File: src/design/sclr_pkg.sv
`timescale 1ns / 1ps

package sclr_pkg;

	// table geometry
	localparam int TABLE_DEPTH  = 32;
	localparam int WARMUP_STEPS = 8;
	localparam int INIT_STEPS   = TABLE_DEPTH + WARMUP_STEPS;
	localparam int ADDR_W       = $clog2(TABLE_DEPTH);
	localparam int CNT_W        = $clog2(INIT_STEPS + 1);

	// word widths
	localparam int SEED_W  = 32;
	localparam int GEN_W   = 31;
	localparam int RANGE_W = 16;
	localparam int SPAN_W  = RANGE_W + 1;
	localparam int MUL_W   = 16;
	localparam int FOLD_W  = 8;
	localparam int PROD_W  = GEN_W + MUL_W;
	localparam int SC_W    = GEN_W + SPAN_W;

	// request word modes
	localparam logic MODE_DRAW = 1'b0;
	localparam logic MODE_LOAD = 1'b1;

	// generator constants, moduli are 2^31 minus the fold value
	localparam logic [GEN_W-1:0]  MOD1  = 31'd2147483563;
	localparam logic [GEN_W-1:0]  MOD2  = 31'd2147483399;
	localparam logic [MUL_W-1:0]  MUL1  = 16'd40014;
	localparam logic [MUL_W-1:0]  MUL2  = 16'd40692;
	localparam logic [FOLD_W-1:0] FOLD1 = 8'd85;
	localparam logic [FOLD_W-1:0] FOLD2 = 8'd249;
	localparam logic [GEN_W-1:0]  MODM1 = 31'd2147483562;

	// top clamp of the raw word before scaling (1 - 1.2e-7 of the modulus)
	localparam logic [GEN_W-1:0] RAW_CLAMP = 31'd2147483305;

	// slot selection: slot = raw / SLOT_DIV via reciprocal estimate and one correction
	localparam longint SLOT_DIV_L = 64'd1 + (64'd2147483562 / TABLE_DEPTH);
	localparam longint RECIP_L    = (64'd1 << GEN_W) / SLOT_DIV_L;
	localparam int     QW         = ADDR_W + 1;
	localparam logic [GEN_W-1:0] SLOT_DIV = GEN_W'(SLOT_DIV_L);
	localparam logic [QW-1:0]    RECIP    = QW'(RECIP_L);

	typedef enum logic [3:0] {
		ST_IDLE,
		ST_W_MUL,
		ST_W_RED,
		ST_SETTLE,
		ST_D_MUL,
		ST_D_RED,
		ST_D_MIX,
		ST_D_SCALE,
		ST_D_OUT
	} state_t;

	typedef struct packed {
		logic load_seed;
		logic capture;
		logic fix;
		logic warm_mul;
		logic warm_red;
		logic draw_mul;
		logic draw_red;
		logic mix;
		logic scale;
		logic out_load;
	} cmd_t;

	typedef struct packed {
		logic need_init;
		logic cnt_zero;
	} status_t;

endpackage

File: src/design/sclr_if.sv
`timescale 1ns / 1ps

// request channel: draw or seed load
interface sclr_in_if;
	import sclr_pkg::*;

	logic                      valid;
	logic                      ready;
	logic                      mode;
	logic signed [SEED_W-1:0]  seed_value;
	logic [RANGE_W-1:0]        range_low;
	logic [RANGE_W-1:0]        range_high;

	modport source (output valid, mode, seed_value, range_low, range_high, input ready);
	modport sink   (input valid, mode, seed_value, range_low, range_high, output ready);
endinterface

// result channel: one word per draw
interface sclr_out_if;
	import sclr_pkg::*;

	logic               valid;
	logic               ready;
	logic [GEN_W-1:0]   raw_value;
	logic [RANGE_W-1:0] scaled_value;
	logic               range_error;

	modport source (output valid, raw_value, scaled_value, range_error, input ready);
	modport sink   (input valid, raw_value, scaled_value, range_error, output ready);
endinterface

File: src/design/sclr_ram.sv
`timescale 1ns / 1ps

module sclr_ram #(
	parameter int WIDTH = 31,
	parameter int DEPTH = 32
) (
	input  logic                     clk,
	input  logic                     we,
	input  logic [$clog2(DEPTH)-1:0] waddr,
	input  logic [WIDTH-1:0]         wdata,
	input  logic [$clog2(DEPTH)-1:0] raddr,
	output logic [WIDTH-1:0]         rdata
);
	logic [WIDTH-1:0] mem [DEPTH];
	logic [WIDTH-1:0] rdata_q;

	// one write port, one registered read port
	always_ff @(posedge clk) begin
		if (we) begin
			mem[waddr] <= wdata;
		end
		rdata_q <= mem[raddr];
	end

	assign rdata = rdata_q;
endmodule

File: src/design/sclr_ctrl.sv
`timescale 1ns / 1ps

module sclr_ctrl (
	input  logic              clk,
	input  logic              arst_n,
	input  logic              in_valid,
	input  logic              in_mode,
	input  logic              out_ready,
	input  sclr_pkg::status_t status,
	output logic              in_ready,
	output logic              out_valid,
	output sclr_pkg::cmd_t    cmd
);
	import sclr_pkg::*;

	state_t state_q, state_d;
	logic   out_valid_q;
	logic   in_fire;
	logic   out_free;

	// request words are taken only while idle
	assign in_ready = (state_q == ST_IDLE);
	assign in_fire  = in_valid && in_ready;
	assign out_free = !out_valid_q || out_ready;

	// next state
	always_comb begin
		state_d = state_q;
		unique case (state_q)
			ST_IDLE: begin
				if (in_fire && in_mode == MODE_DRAW) begin
					state_d = status.need_init ? ST_W_MUL : ST_D_RED;
				end
			end
			ST_W_MUL:   state_d = ST_W_RED;
			ST_W_RED:   state_d = status.cnt_zero ? ST_SETTLE : ST_W_MUL;
			ST_SETTLE:  state_d = ST_D_MUL;
			ST_D_MUL:   state_d = ST_D_RED;
			ST_D_RED:   state_d = ST_D_MIX;
			ST_D_MIX:   state_d = ST_D_SCALE;
			ST_D_SCALE: state_d = ST_D_OUT;
			ST_D_OUT: begin
				if (out_free) begin
					state_d = ST_IDLE;
				end
			end
			default:    state_d = ST_IDLE;
		endcase
	end

	// datapath commands
	always_comb begin
		cmd = '0;
		unique case (state_q)
			ST_IDLE: begin
				if (in_fire) begin
					cmd.load_seed = (in_mode == MODE_LOAD);
					cmd.capture   = (in_mode == MODE_DRAW);
					cmd.fix       = (in_mode == MODE_DRAW) && status.need_init;
					cmd.draw_mul  = (in_mode == MODE_DRAW) && !status.need_init;
				end
			end
			ST_W_MUL:   cmd.warm_mul = 1'b1;
			ST_W_RED:   cmd.warm_red = 1'b1;
			ST_SETTLE:  cmd          = '0;
			ST_D_MUL:   cmd.draw_mul = 1'b1;
			ST_D_RED:   cmd.draw_red = 1'b1;
			ST_D_MIX:   cmd.mix      = 1'b1;
			ST_D_SCALE: cmd.scale    = 1'b1;
			ST_D_OUT:   cmd.out_load = out_free;
			default:    cmd          = '0;
		endcase
	end

	// state and result word valid
	always_ff @(posedge clk or negedge arst_n) begin
		if (!arst_n) begin
			state_q     <= ST_IDLE;
			out_valid_q <= 1'b0;
		end else begin
			state_q <= state_d;
			if (cmd.out_load) begin
				out_valid_q <= 1'b1;
			end else if (out_ready) begin
				out_valid_q <= 1'b0;
			end
		end
	end

	assign out_valid = out_valid_q;
endmodule

File: src/design/sclr_dp.sv
`timescale 1ns / 1ps

module sclr_dp (
	input  logic                                 clk,
	input  logic                                 arst_n,
	input  sclr_pkg::cmd_t                       cmd,
	output sclr_pkg::status_t                    status,
	input  logic signed [sclr_pkg::SEED_W-1:0]   seed_value,
	input  logic [sclr_pkg::RANGE_W-1:0]         range_low,
	input  logic [sclr_pkg::RANGE_W-1:0]         range_high,
	output logic [sclr_pkg::GEN_W-1:0]           raw_value,
	output logic [sclr_pkg::RANGE_W-1:0]         scaled_value,
	output logic                                 range_error
);
	import sclr_pkg::*;

	// a*z mod (2^31 - fold): fold the high part down, one conditional subtract
	function automatic logic [GEN_W-1:0] gen_reduce(
		input logic [PROD_W-1:0] p,
		input logic [GEN_W-1:0]  m,
		input logic [FOLD_W-1:0] fold
	);
		logic [MUL_W+FOLD_W-1:0] f;
		logic [GEN_W:0]          s;
		begin
			f = p[PROD_W-1:GEN_W] * fold;
			s = {1'b0, p[GEN_W-1:0]} + (GEN_W+1)'(f);
			if (s >= {1'b0, m}) begin
				s = s - {1'b0, m};
			end
			return s[GEN_W-1:0];
		end
	endfunction

	logic signed [SEED_W-1:0] g1_q;
	logic [GEN_W-1:0]         g2_q;
	logic [GEN_W-1:0]         sout_q;
	logic [CNT_W-1:0]         cnt_q;
	logic [RANGE_W-1:0]       lo_q;
	logic [RANGE_W-1:0]       hi_q;
	logic [PROD_W-1:0]        prod1_q;
	logic [PROD_W-1:0]        prod2_q;
	logic [SC_W-1:0]          prod_sc_q;
	logic [GEN_W-1:0]         raw_q;
	logic [RANGE_W-1:0]       scaled_q;
	logic                     err_q;

	logic [GEN_W-1:0]         red1;
	logic [GEN_W-1:0]         red2;
	logic [SEED_W-1:0]        g1_neg;
	logic [GEN_W-1:0]         g1_fixed;

	logic [GEN_W-1:0]         sout_s1;
	logic [QW-1:0]            qest_s1;
	logic [ADDR_W-1:0]        slot_s2;
	logic [GEN_W+QW-1:0]      est_prod;
	logic [GEN_W+QW-1:0]      back_prod;
	logic [GEN_W:0]           slot_rem;
	logic [QW-1:0]            slot_full;
	logic [ADDR_W-1:0]        slot_next;

	logic [GEN_W-1:0]         rd_data;
	logic                     ram_we;
	logic [ADDR_W-1:0]        ram_waddr;
	logic [GEN_W-1:0]         ram_wdata;
	logic [GEN_W:0]           mix_diff;
	logic [GEN_W:0]           mix_wrap;
	logic [GEN_W-1:0]         mix_val;

	logic [GEN_W-1:0]         clamp_raw;
	logic [SPAN_W-1:0]        span;
	logic [SPAN_W+FOLD_W-1:0] sc_fold;
	logic [GEN_W:0]           sc_rem;
	logic [SPAN_W-1:0]        sc_quot;
	logic                     inverted;

	// generator reduction
	assign red1 = gen_reduce(prod1_q, MOD1, FOLD1);
	assign red2 = gen_reduce(prod2_q, MOD2, FOLD2);

	// reseed fix-up: drop the sign, saturate the most negative value, zero becomes one
	assign g1_neg = -g1_q;
	always_comb begin
		if (g1_q[SEED_W-1]) begin
			g1_fixed = g1_neg[SEED_W-1] ? {GEN_W{1'b1}} : g1_neg[GEN_W-1:0];
		end else if (g1_q == '0) begin
			g1_fixed = GEN_W'(1);
		end else begin
			g1_fixed = g1_q[GEN_W-1:0];
		end
	end

	assign status.need_init = g1_q[SEED_W-1] || (g1_q == '0) || (sout_q == '0);
	assign status.cnt_zero  = (cnt_q == '0);

	// generator and shuffle state
	always_ff @(posedge clk or negedge arst_n) begin
		if (!arst_n) begin
			g1_q   <= '0;
			g2_q   <= '0;
			sout_q <= '0;
			cnt_q  <= '0;
		end else begin
			if (cmd.load_seed) begin
				g1_q <= seed_value;
			end else if (cmd.fix) begin
				g1_q <= {1'b0, g1_fixed};
			end else if (cmd.warm_red || cmd.draw_red) begin
				g1_q <= {1'b0, red1};
			end

			if (cmd.fix) begin
				g2_q <= g1_fixed;
			end else if (cmd.draw_red) begin
				g2_q <= red2;
			end

			if (cmd.fix) begin
				cnt_q <= CNT_W'(INIT_STEPS - 1);
			end else if (cmd.warm_red && cnt_q != '0) begin
				cnt_q <= cnt_q - 1'b1;
			end

			if (cmd.warm_red && cnt_q == '0) begin
				sout_q <= red1;
			end else if (cmd.mix) begin
				sout_q <= mix_val;
			end
		end
	end

	// step multipliers and range capture
	always_ff @(posedge clk) begin
		if (cmd.capture) begin
			lo_q <= range_low;
			hi_q <= range_high;
		end
		if (cmd.warm_mul || cmd.draw_mul) begin
			prod1_q <= g1_q[GEN_W-1:0] * MUL1;
		end
		if (cmd.draw_mul) begin
			prod2_q <= g2_q * MUL2;
		end
	end

	// slot pipe follows the shuffle output: estimate, then one correction and clamp
	assign est_prod  = sout_q * RECIP;
	assign back_prod = qest_s1 * SLOT_DIV;
	assign slot_rem  = {1'b0, sout_s1} - back_prod[GEN_W:0];
	assign slot_full = qest_s1 + QW'(slot_rem >= {1'b0, SLOT_DIV});
	assign slot_next = (slot_full > QW'(TABLE_DEPTH - 1)) ? ADDR_W'(TABLE_DEPTH - 1)
		: slot_full[ADDR_W-1:0];

	always_ff @(posedge clk) begin
		sout_s1 <= sout_q;
		qest_s1 <= est_prod[GEN_W+QW-1:GEN_W];
		slot_s2 <= slot_next;
	end

	// shuffle table
	assign ram_we    = (cmd.warm_red && (cnt_q < CNT_W'(TABLE_DEPTH))) || cmd.mix;
	assign ram_waddr = cmd.mix ? slot_s2 : cnt_q[ADDR_W-1:0];
	assign ram_wdata = cmd.mix ? g1_q[GEN_W-1:0] : red1;

	sclr_ram #(
		.WIDTH (GEN_W),
		.DEPTH (TABLE_DEPTH)
	) u_table (
		.clk   (clk),
		.we    (ram_we),
		.waddr (ram_waddr),
		.wdata (ram_wdata),
		.raddr (slot_s2),
		.rdata (rd_data)
	);

	// table entry minus second generator, wrapped into 1 .. MOD1-1
	assign mix_diff = {1'b0, rd_data} - {1'b0, g2_q};
	assign mix_wrap = mix_diff + {1'b0, MODM1};
	assign mix_val  = (mix_diff[GEN_W] || mix_diff == '0) ? mix_wrap[GEN_W-1:0]
		: mix_diff[GEN_W-1:0];

	// scaling: clamp, multiply by span, divide by MOD1 with one fold and compare
	assign clamp_raw = (sout_q > RAW_CLAMP) ? RAW_CLAMP : sout_q;
	assign span      = {1'b0, hi_q} - {1'b0, lo_q} + SPAN_W'(1);
	assign inverted  = hi_q < lo_q;
	assign sc_fold   = prod_sc_q[SC_W-1:GEN_W] * FOLD1;
	assign sc_rem    = {1'b0, prod_sc_q[GEN_W-1:0]} + (GEN_W+1)'(sc_fold);
	assign sc_quot   = prod_sc_q[SC_W-1:GEN_W] + SPAN_W'(sc_rem >= {1'b0, MOD1});

	always_ff @(posedge clk) begin
		if (cmd.scale) begin
			prod_sc_q <= clamp_raw * span;
		end
		if (cmd.out_load) begin
			raw_q    <= sout_q;
			err_q    <= inverted;
			scaled_q <= inverted ? lo_q : lo_q + sc_quot[RANGE_W-1:0];
		end
	end

	assign raw_value    = raw_q;
	assign scaled_value = scaled_q;
	assign range_error  = err_q;
endmodule

File: src/design/shuffled_combined_lcg_random.sv
`timescale 1ns / 1ps

// Shuffled combined congruential random source. Each request word either loads the
// seed (mode 1, stored on acceptance, no result) or draws a number (mode 0), which
// returns one result word: the shuffled raw value and that value scaled into
// [range_low, range_high], with range_error set and the low bound returned when the
// range is inverted. Once a draw is accepted, the result register is loaded when it
// is free, after a generator step (multiply, then modular fold, alongside a
// registered read of the shuffle table), the mix, and the scaling multiply. The next
// request word can be taken the cycle after, so a new draw is accepted only once the
// previous one has loaded its result. A draw made right after reset, or while the
// seed is zero or negative, first reseeds: (TABLE_DEPTH + WARMUP_STEPS) steps of the
// first generator, each a multiply then a fold, fill the table before the draw.
// A finished result waits in its output register while the next request is taken.
module shuffled_combined_lcg_random (
	input logic       clk,
	input logic       arst_n,
	sclr_in_if.sink   req,
	sclr_out_if.source rsp
);
	import sclr_pkg::*;

	cmd_t    cmd;
	status_t status;

	// sequencer
	sclr_ctrl u_ctrl (
		.clk       (clk),
		.arst_n    (arst_n),
		.in_valid  (req.valid),
		.in_mode   (req.mode),
		.out_ready (rsp.ready),
		.status    (status),
		.in_ready  (req.ready),
		.out_valid (rsp.valid),
		.cmd       (cmd)
	);

	// generators, shuffle table and scaling
	sclr_dp u_dp (
		.clk          (clk),
		.arst_n       (arst_n),
		.cmd          (cmd),
		.status       (status),
		.seed_value   (req.seed_value),
		.range_low    (req.range_low),
		.range_high   (req.range_high),
		.raw_value    (rsp.raw_value),
		.scaled_value (rsp.scaled_value),
		.range_error  (rsp.range_error)
	);
endmodule

File: src/flat_wrapper.sv
// flat-port wrapper written by rule: the top's interface ports become plain ports
module shuffled_combined_lcg_random_flat import sclr_pkg::*;
  (clk, arst_n, req_valid, req_mode, req_seed_value, req_range_low, req_range_high, req_ready, rsp_valid, rsp_raw_value, rsp_scaled_value, rsp_range_error, rsp_ready);
  sclr_in_if req_i ();
  sclr_out_if rsp_i ();
  input logic clk;
  input logic arst_n;
  input wire logic [$bits(req_i.valid)-1:0] req_valid;
  input wire logic [$bits(req_i.mode)-1:0] req_mode;
  input wire logic [$bits(req_i.seed_value)-1:0] req_seed_value;
  input wire logic [$bits(req_i.range_low)-1:0] req_range_low;
  input wire logic [$bits(req_i.range_high)-1:0] req_range_high;
  output wire logic [$bits(req_i.ready)-1:0] req_ready;
  output wire logic [$bits(rsp_i.valid)-1:0] rsp_valid;
  output wire logic [$bits(rsp_i.raw_value)-1:0] rsp_raw_value;
  output wire logic [$bits(rsp_i.scaled_value)-1:0] rsp_scaled_value;
  output wire logic [$bits(rsp_i.range_error)-1:0] rsp_range_error;
  input wire logic [$bits(rsp_i.ready)-1:0] rsp_ready;
  assign req_i.valid = req_valid;
  assign req_i.mode = req_mode;
  assign req_i.seed_value = req_seed_value;
  assign req_i.range_low = req_range_low;
  assign req_i.range_high = req_range_high;
  assign req_ready = req_i.ready;
  assign rsp_valid = rsp_i.valid;
  assign rsp_raw_value = rsp_i.raw_value;
  assign rsp_scaled_value = rsp_i.scaled_value;
  assign rsp_range_error = rsp_i.range_error;
  assign rsp_i.ready = rsp_ready;
  shuffled_combined_lcg_random u_core (.clk(clk), .arst_n(arst_n), .req(req_i), .rsp(rsp_i));
endmodule
File: config.mk
export PLATFORM = sky130hd
export DESIGN_NAME = shuffled_combined_lcg_random_flat
export DESIGN_NICKNAME = d
export VERILOG_FILES = /design/src/design/sclr_pkg.sv /design/src/design/sclr_if.sv /design/src/design/sclr_ram.sv /design/src/design/sclr_ctrl.sv /design/src/design/sclr_dp.sv /design/src/design/shuffled_combined_lcg_random.sv /design/src/flat_wrapper.sv
export SDC_FILE = /design/constraint.sdc
export NUM_CORES = 2
export LEC_CHECK = 0
export BUFFER_PORTS_ARGS = -buffer_cell sky130_fd_sc_hd__buf_2
export CAP_MARGIN = 10
export CORE_UTILIZATION = 28
export CTS_CLUSTER_DIAMETER = 200
export DETAILED_ROUTE_END_ITERATION = 8
export GPL_ROUTABILITY_DRIVEN = 1
export PLACE_DENSITY = 0.44
export SLEW_MARGIN = 5
export SYNTH_ARGS = -nofsm -noshare
export SYNTH_HDL_FRONTEND = slang
export SYNTH_HIERARCHICAL = 1
export SYNTH_SLANG_ARGS = --single-unit
File: constraint.sdc
create_clock -name clk -period 12.3 [get_ports clk]
set_input_delay 0 -clock clk [delete_from_list [all_inputs] [get_ports clk]]
set_output_delay 0 -clock clk [all_outputs]
set_load 0.01 [all_outputs]
# After elaboration in Yosys (flattened, before gate mapping)
# Memories as Yosys holds them, arrays and structs flattened. A register that Yosys moved wholly into a read port is not among the register bits.
# Index checks and enable logic that the tools add are counted.
# word_totals
ff_bits,365
latchBits,0
ram_bits,992
mem_bits_ro,0
in_bits,69
output_inout_bits,50
n_memories,1
# memory_table
name,words,word_bits,read_ports,rd_clocked_by_memory_dff,wr,line,text
u_core.u_dp.u_table.mem,32,31,1,1,1,sclr_ram.sv:14,logic [WIDTH-1:0] mem [DEPTH];
# op_classes
addsub,15
mul,7
n_div,0
order_cmp,8
n_eq_ne,10
shift,0
mux,38
bitwise,1
n_reduce_logical,28
# ops
cell,n
$mux W31,12
$ge A32 B31 Y1 const B,3
$mux W32,3
$add A31 B24 Y32,2
$logic_not A32 Y1,2
$sub A31 B31 Y32,2
$sub A31 B31 Y31 const B,2
$mul A31 B17 Y48,1
$mul A31 B15 Y46 const B,1
$mul A31 B14 Y45 const B,1
$pmux W4 S9,1
$add A31 B23 Y32,1
$ge A32 B26 Y1 const B,1
$neg A32 Y32,1
$add A31 B31 Y31 const B,1
$gt A31 B31 Y1 const B,1
$logic_not A31 Y1,1
$mul A5 B25 Y30 const B,1
$mul A16 B8 Y24 const B,1
$mul A17 B7 Y24 const B,1
$mul A16 B7 Y23 const B,1
$add A17 B1 Y17 const B,1
$sub A16 B16 Y17,1
$add A16 B1 Y16,1
30 further kinds,64

# Logic depth before layout (Yosys ltp)
# logic_depth
word_depth,8
ltp_mapped,43

# Hierarchy
# Netlist, hierarchy kept.
# modules_own_cells
module,instances,cells_per_inst,area_each_um2,seq_area_each_um2
sclr_dp,1,6802,63344.5,9779.4
sclr_ram,1,2192,39163.8,30409.2
sclr_ctrl,1,37,326.6,125.1

# Worst setup path before layout
# Ideal clock, no wire load.
# synth_path
path_type,register to register
from,register u_core.u_dp.lo_q[1]
to,register u_core.u_dp.prod_sc_q[47] (data pin)
setup_time_ns,0.260
arrival_time_ns,9.335
path_slack_ns,2.705
path_stages_with_launch,41
n_path_buf,1
path_cell_list,edfxtp_1 -> inv_1 -> ha_1 -> inv_1 -> ha_1 -> fa_1 -> nor2b_1 -> o21ai_0 -> nand2b_1 -> a21o_1 -> a21o_1 -> nor2b_1 -> o21ai_0 -> nand2b_1 -> a22o_1 -> o41ai_1 -> xnor2_1 -> clkbuf_1 -> (+5 left out) -> fa_1 -> fa_1 -> inv_1 -> fa_1 -> ha_1 -> a21o_1 -> a21o_1 -> a21o_1 -> a21o_1 -> a2111oi_0 -> a21boi_0 -> o41a_1 -> o22ai_1 -> nor2_1 -> nand2_1 -> a221o_1 -> a21oi_1 -> xnor2_1
# synth_via
elab_chain_cells,3
# synth_rtl
item,line,text
"start, declared",sclr_dp.sv:39,logic [RANGE_W-1:0] lo_q;
"start signal, assigned",sclr_dp.sv:135,lo_q <= range_low;
$sub A16 B16 Y17,sclr_dp.sv:185,"assign span = {1'b0, hi_q} - {1'b0, lo_q} + SPAN_W'(1);"
$add A17 B1 Y17,sclr_dp.sv:185,
$mul A31 B17 Y48,sclr_dp.sv:193,prod_sc_q <= clamp_raw * span;
"end signal, assigned",sclr_dp.sv:193,
"end, declared",sclr_dp.sv:43,logic [SC_W-1:0] prod_sc_q;
# No other way between the ends.
# A chain may end at the register's enable or synchronous reset.

# Worst setup path in the final report
# Ends and elaborated chain as after synthesis.

==> qor.yml <==
outcome: "finished, final reports clean"
drtPass1Iterations: 5
hp-class: "input pin to register"
synth_top_family_by_area: "adder cells"
drc: 0
slowest_delay_ns: 0.63
drive_gt1_frac: 0.0770
die_h_um: 608
arrival_ns: 11.72
post-cts-setup-buffers: 0
synth_cell_type_count: 107
nFillCells: 36968
slew_headroom: 0.204
grt_first_pass_wirelength_um: 499000
num_rows: 222
muxShareOfSynthArea: 0.0520
avgRoutedWirePerCell_um: 23.6
grt_usage: 0.180
synth_nets: 10860
finClkSkew_ns: 0.0873
htreeDepth: 4
dp_slack_ns: 1.18
syn_inst: 9031
final_max_slew_viol_count: 0
clkTransAtPathRegs_ns: 0.05
async_flop_share: 0.0760
die_x_um: 608
nNetsFinal: 11114
routabilityCongestion: 0.881
io_buffers: 118
synth_xor_xnor_area_share: 0.0262
io_pins: 119
fp.coreArea_mm2: 0.366
final_cell_mix: "inv_1 (1352), edfxtp_1 (1211), fa_1 (955), ha_1 (804), nand2_1 (748)"
vias: 70103
timing.final.hold_violations: 0
synth-simple-area-share: 0.0875
crit_top_cell: "fa_1"
fmax_mhz: 89.6
synth_area_leaders: "edfxtp_1 (35%), fa_1 (19%), ha_1 (9.8%)"
overflow: 0
startpoint_type: "register"
clock-sinks: 1382
worstHoldStart: "req_seed_value[11]"
avgSynthCellArea_um2: 11.4
fin_crit_ns: 11.16
tightest_slew_ns: 1.17
cts_buffer_depth: 4
first_iter_violations: 4920
die_area_mm2: 0.370
r2r_end: "u_core/u_dp/prod_sc_q[47]$_DFFE_PP_"
drt-total-wl_um: 336000
grt_pass1_vias: 73425
synth-seq-cells: 1382
layout_commonest_cell: "inv_1"
worstPathRequired_ns: 12.87
r2r-start: "u_core/u_dp/lo_q[1]$_DFFE_PP_"
fin_tns_setup_ns: 0
viasPerCell: 4.92
yosys.area.top_type: "edfxtp_1"
antenna_found_initial: 22
start_util: 0.281
synth_compound_area_frac: 0.0945
r2r_setup_slack_ns: 1.14
hold_path_depth: 3
setup_slack_ns: 1.14
hpwlAfterDp_um: 241000
yosys_warnings: 6
cts_root_buf: "clkbuf_16"
clk_latency_ns: 0.89
critPathSlowestCell: "o41ai_1"
syn2layout_area_growth_pct: 13.3
whs_endpoint: "u_core/u_dp/g1_q[11]$_DFFE_PN0P_"
cts_tree: "done"
synth-edff-count: 1211
period_share: 0.907
ant_nets: 0
cts_made_buffers: 169
ys_seq_area_frac: 0.392
end_kind: "register"
crit_type: "register to register"
reg2regPathDepth: 39
cp_max_fo: 19
synth_fa_ha_area_frac: 0.284
yosys.area.top_type_share: 0.354
synth_ff_type: "edfxtp_1"
cap_violations: 0
setup_viol: 0
synthesis.area_mm2: 0.103
rsz0062_at_grt: "false"
grt_start_max_net_pins: 102
-- routing by layer --
metal	share of wire	GRT usage	vias up
met2	0.46	0.297	1683
met5	0.00011	0	-
met1	0.47	0.253	36343
met4	0.028	0.0482	6
met3	0.041	0.0177	393
li1	-	-	31678
-- how the worst max path moves through the flow --
stage / to / depth (start not counted) / start / slack [ns]
global route: u_core/u_dp/prod_sc_q[47]$_DFFE_PP_ / 39 / u_core/u_dp/lo_q[1]$_DFFE_PP_ / 0.46
global placement: u_core/u_dp/prod_sc_q[47]$_DFFE_PP_ / 39 / u_core/u_dp/lo_q[1]$_DFFE_PP_ / 1.39
floorplan: u_core/u_dp/prod_sc_q[47]$_DFFE_PP_ / 40 / u_core/u_dp/lo_q[1]$_DFFE_PP_ / 2.71
CTS: u_core/u_dp/prod_sc_q[46]$_DFFE_PP_ / 40 / u_core/u_dp/lo_q[1]$_DFFE_PP_ / 1.13
detailed placement: u_core/u_dp/prod_sc_q[46]$_DFFE_PP_ / 40 / u_core/u_dp/lo_q[1]$_DFFE_PP_ / 1.18
finish: u_core/u_dp/prod_sc_q[47]$_DFFE_PP_ / 39 / u_core/u_dp/lo_q[1]$_DFFE_PP_ / 1.14
-- cell type report --
cell class | instances | area, um^2 | share of cell area
clock inverter | 103 | 891 | 0.00765
timing repair buffer | 420 | 3220 | 0.0277
tap | 4816 | 6030 | 0.0517
inverter | 1354 | 5080 | 0.0436
clock buffer | 201 | 4380 | 0.0376
multi-input combinational | 5958 | 56500 | 0.485
sequential | 1382 | 40300 | 0.346
antenna | 8 | 20.0 | 0.000172
-- critical path, delay by kind of cell (launching register included) --
kind | cells | cell delay [ns]
muxes | 1 | 0.21
xor gates and xnor gates | 1 | 0.08
and+or+nand+nor | 8 | 1.56
DFF | 1 | 0.38
buffers and inverters | 4 | 0.57
adders and majority gates | 10 | 4.31
AOI/OAI and AO/OA | 15 | 3.78
-- what timing repair did --
action | in CTS | in global routing
hold buffers | 118 | 0
gates resized for setup | 0 | 0
endpoints found under the hold margin | 118 | 0
-- cell usage after synthesis (33+ instances only) --
| cell | count |
|---|---|
| clkbuf_1 | 240 |
| edfxtp_1 | 1211 |
| a31oi_1 | 70 |
| mux2i_1 | 524 |
| nand4_1 | 56 |
| nor3_1 | 99 |
| inv_1 | 1352 |
| nor2b_1 | 107 |
| buf_4 | 33 |
| a22o_1 | 69 |
| fa_1 | 955 |
| xnor2_1 | 204 |
| a211oi_1 | 50 |
| nand2_1 | 749 |
| ha_1 | 805 |
| o21ai_0 | 211 |
| xor2_1 | 104 |
| o211ai_1 | 33 |
| and3_1 | 64 |
| nand2b_1 | 68 |
| o21a_1 | 49 |
| dfrtp_1 | 105 |
| a21o_1 | 146 |
| a21oi_1 | 427 |
| a22oi_1 | 106 |
| dfxtp_1 | 66 |
| buf_2 | 39 |
| and2_1 | 86 |
| nor2_1 | 338 |
| nand3_1 | 177 |
-- metrics by stage --
stage          hold WS (ns)  std cells  area [um^2]   util
6_report             0.0953      14242       116000  0.319
5_1_grt              0.0685      14236       116000  0.319
4_1_cts              0.0291      14234       116000  0.319
3_5_place_dp          0.138      13812       110000  0.301
3_3_place_gp          0.133      13812       110000  0.301
2_1_floorplan        -0.296       9031       103000      -
-- cells by family (layout without fill, tap and decap cells) --
kind of cell	after synthesis	count (layout)
AOI/OAI and AO/OA	1463	1463
xor gates and xnor gates	308	308
adders and majority gates	1760	1760
buffers and inverters	1691	2078
DFF	1382	1382
muxes	533	533
other	0	8
and+or+nand+nor	1894	1894
-- state kept, by name, indices dropped and copies added (netlist names), 5 cells and up --
signal / cells
u_core/u_dp/u_table/mem: 992
u_core/u_dp/prod2_q: 45
u_core/u_dp/lo_q: 16
u_core/u_dp/sout_s1: 29
u_core/u_dp/u_table/rdata: 31
u_core/u_dp/slot_s2: 5
u_core/u_dp/prod1_q: 46
u_core/u_dp/raw_value: 31
u_core/u_dp/scaled_value: 16
u_core/u_dp/cnt_q: 6
u_core/u_dp/sout_q: 31
u_core/u_dp/g1_q: 32
u_core/u_dp/g2_q: 31
u_core/u_dp/prod_sc_q: 48
u_core/u_dp/hi_q: 16
Power is not shown: default switching activity piles up to over one toggle a cycle in this logic, so the estimate is an artifact.
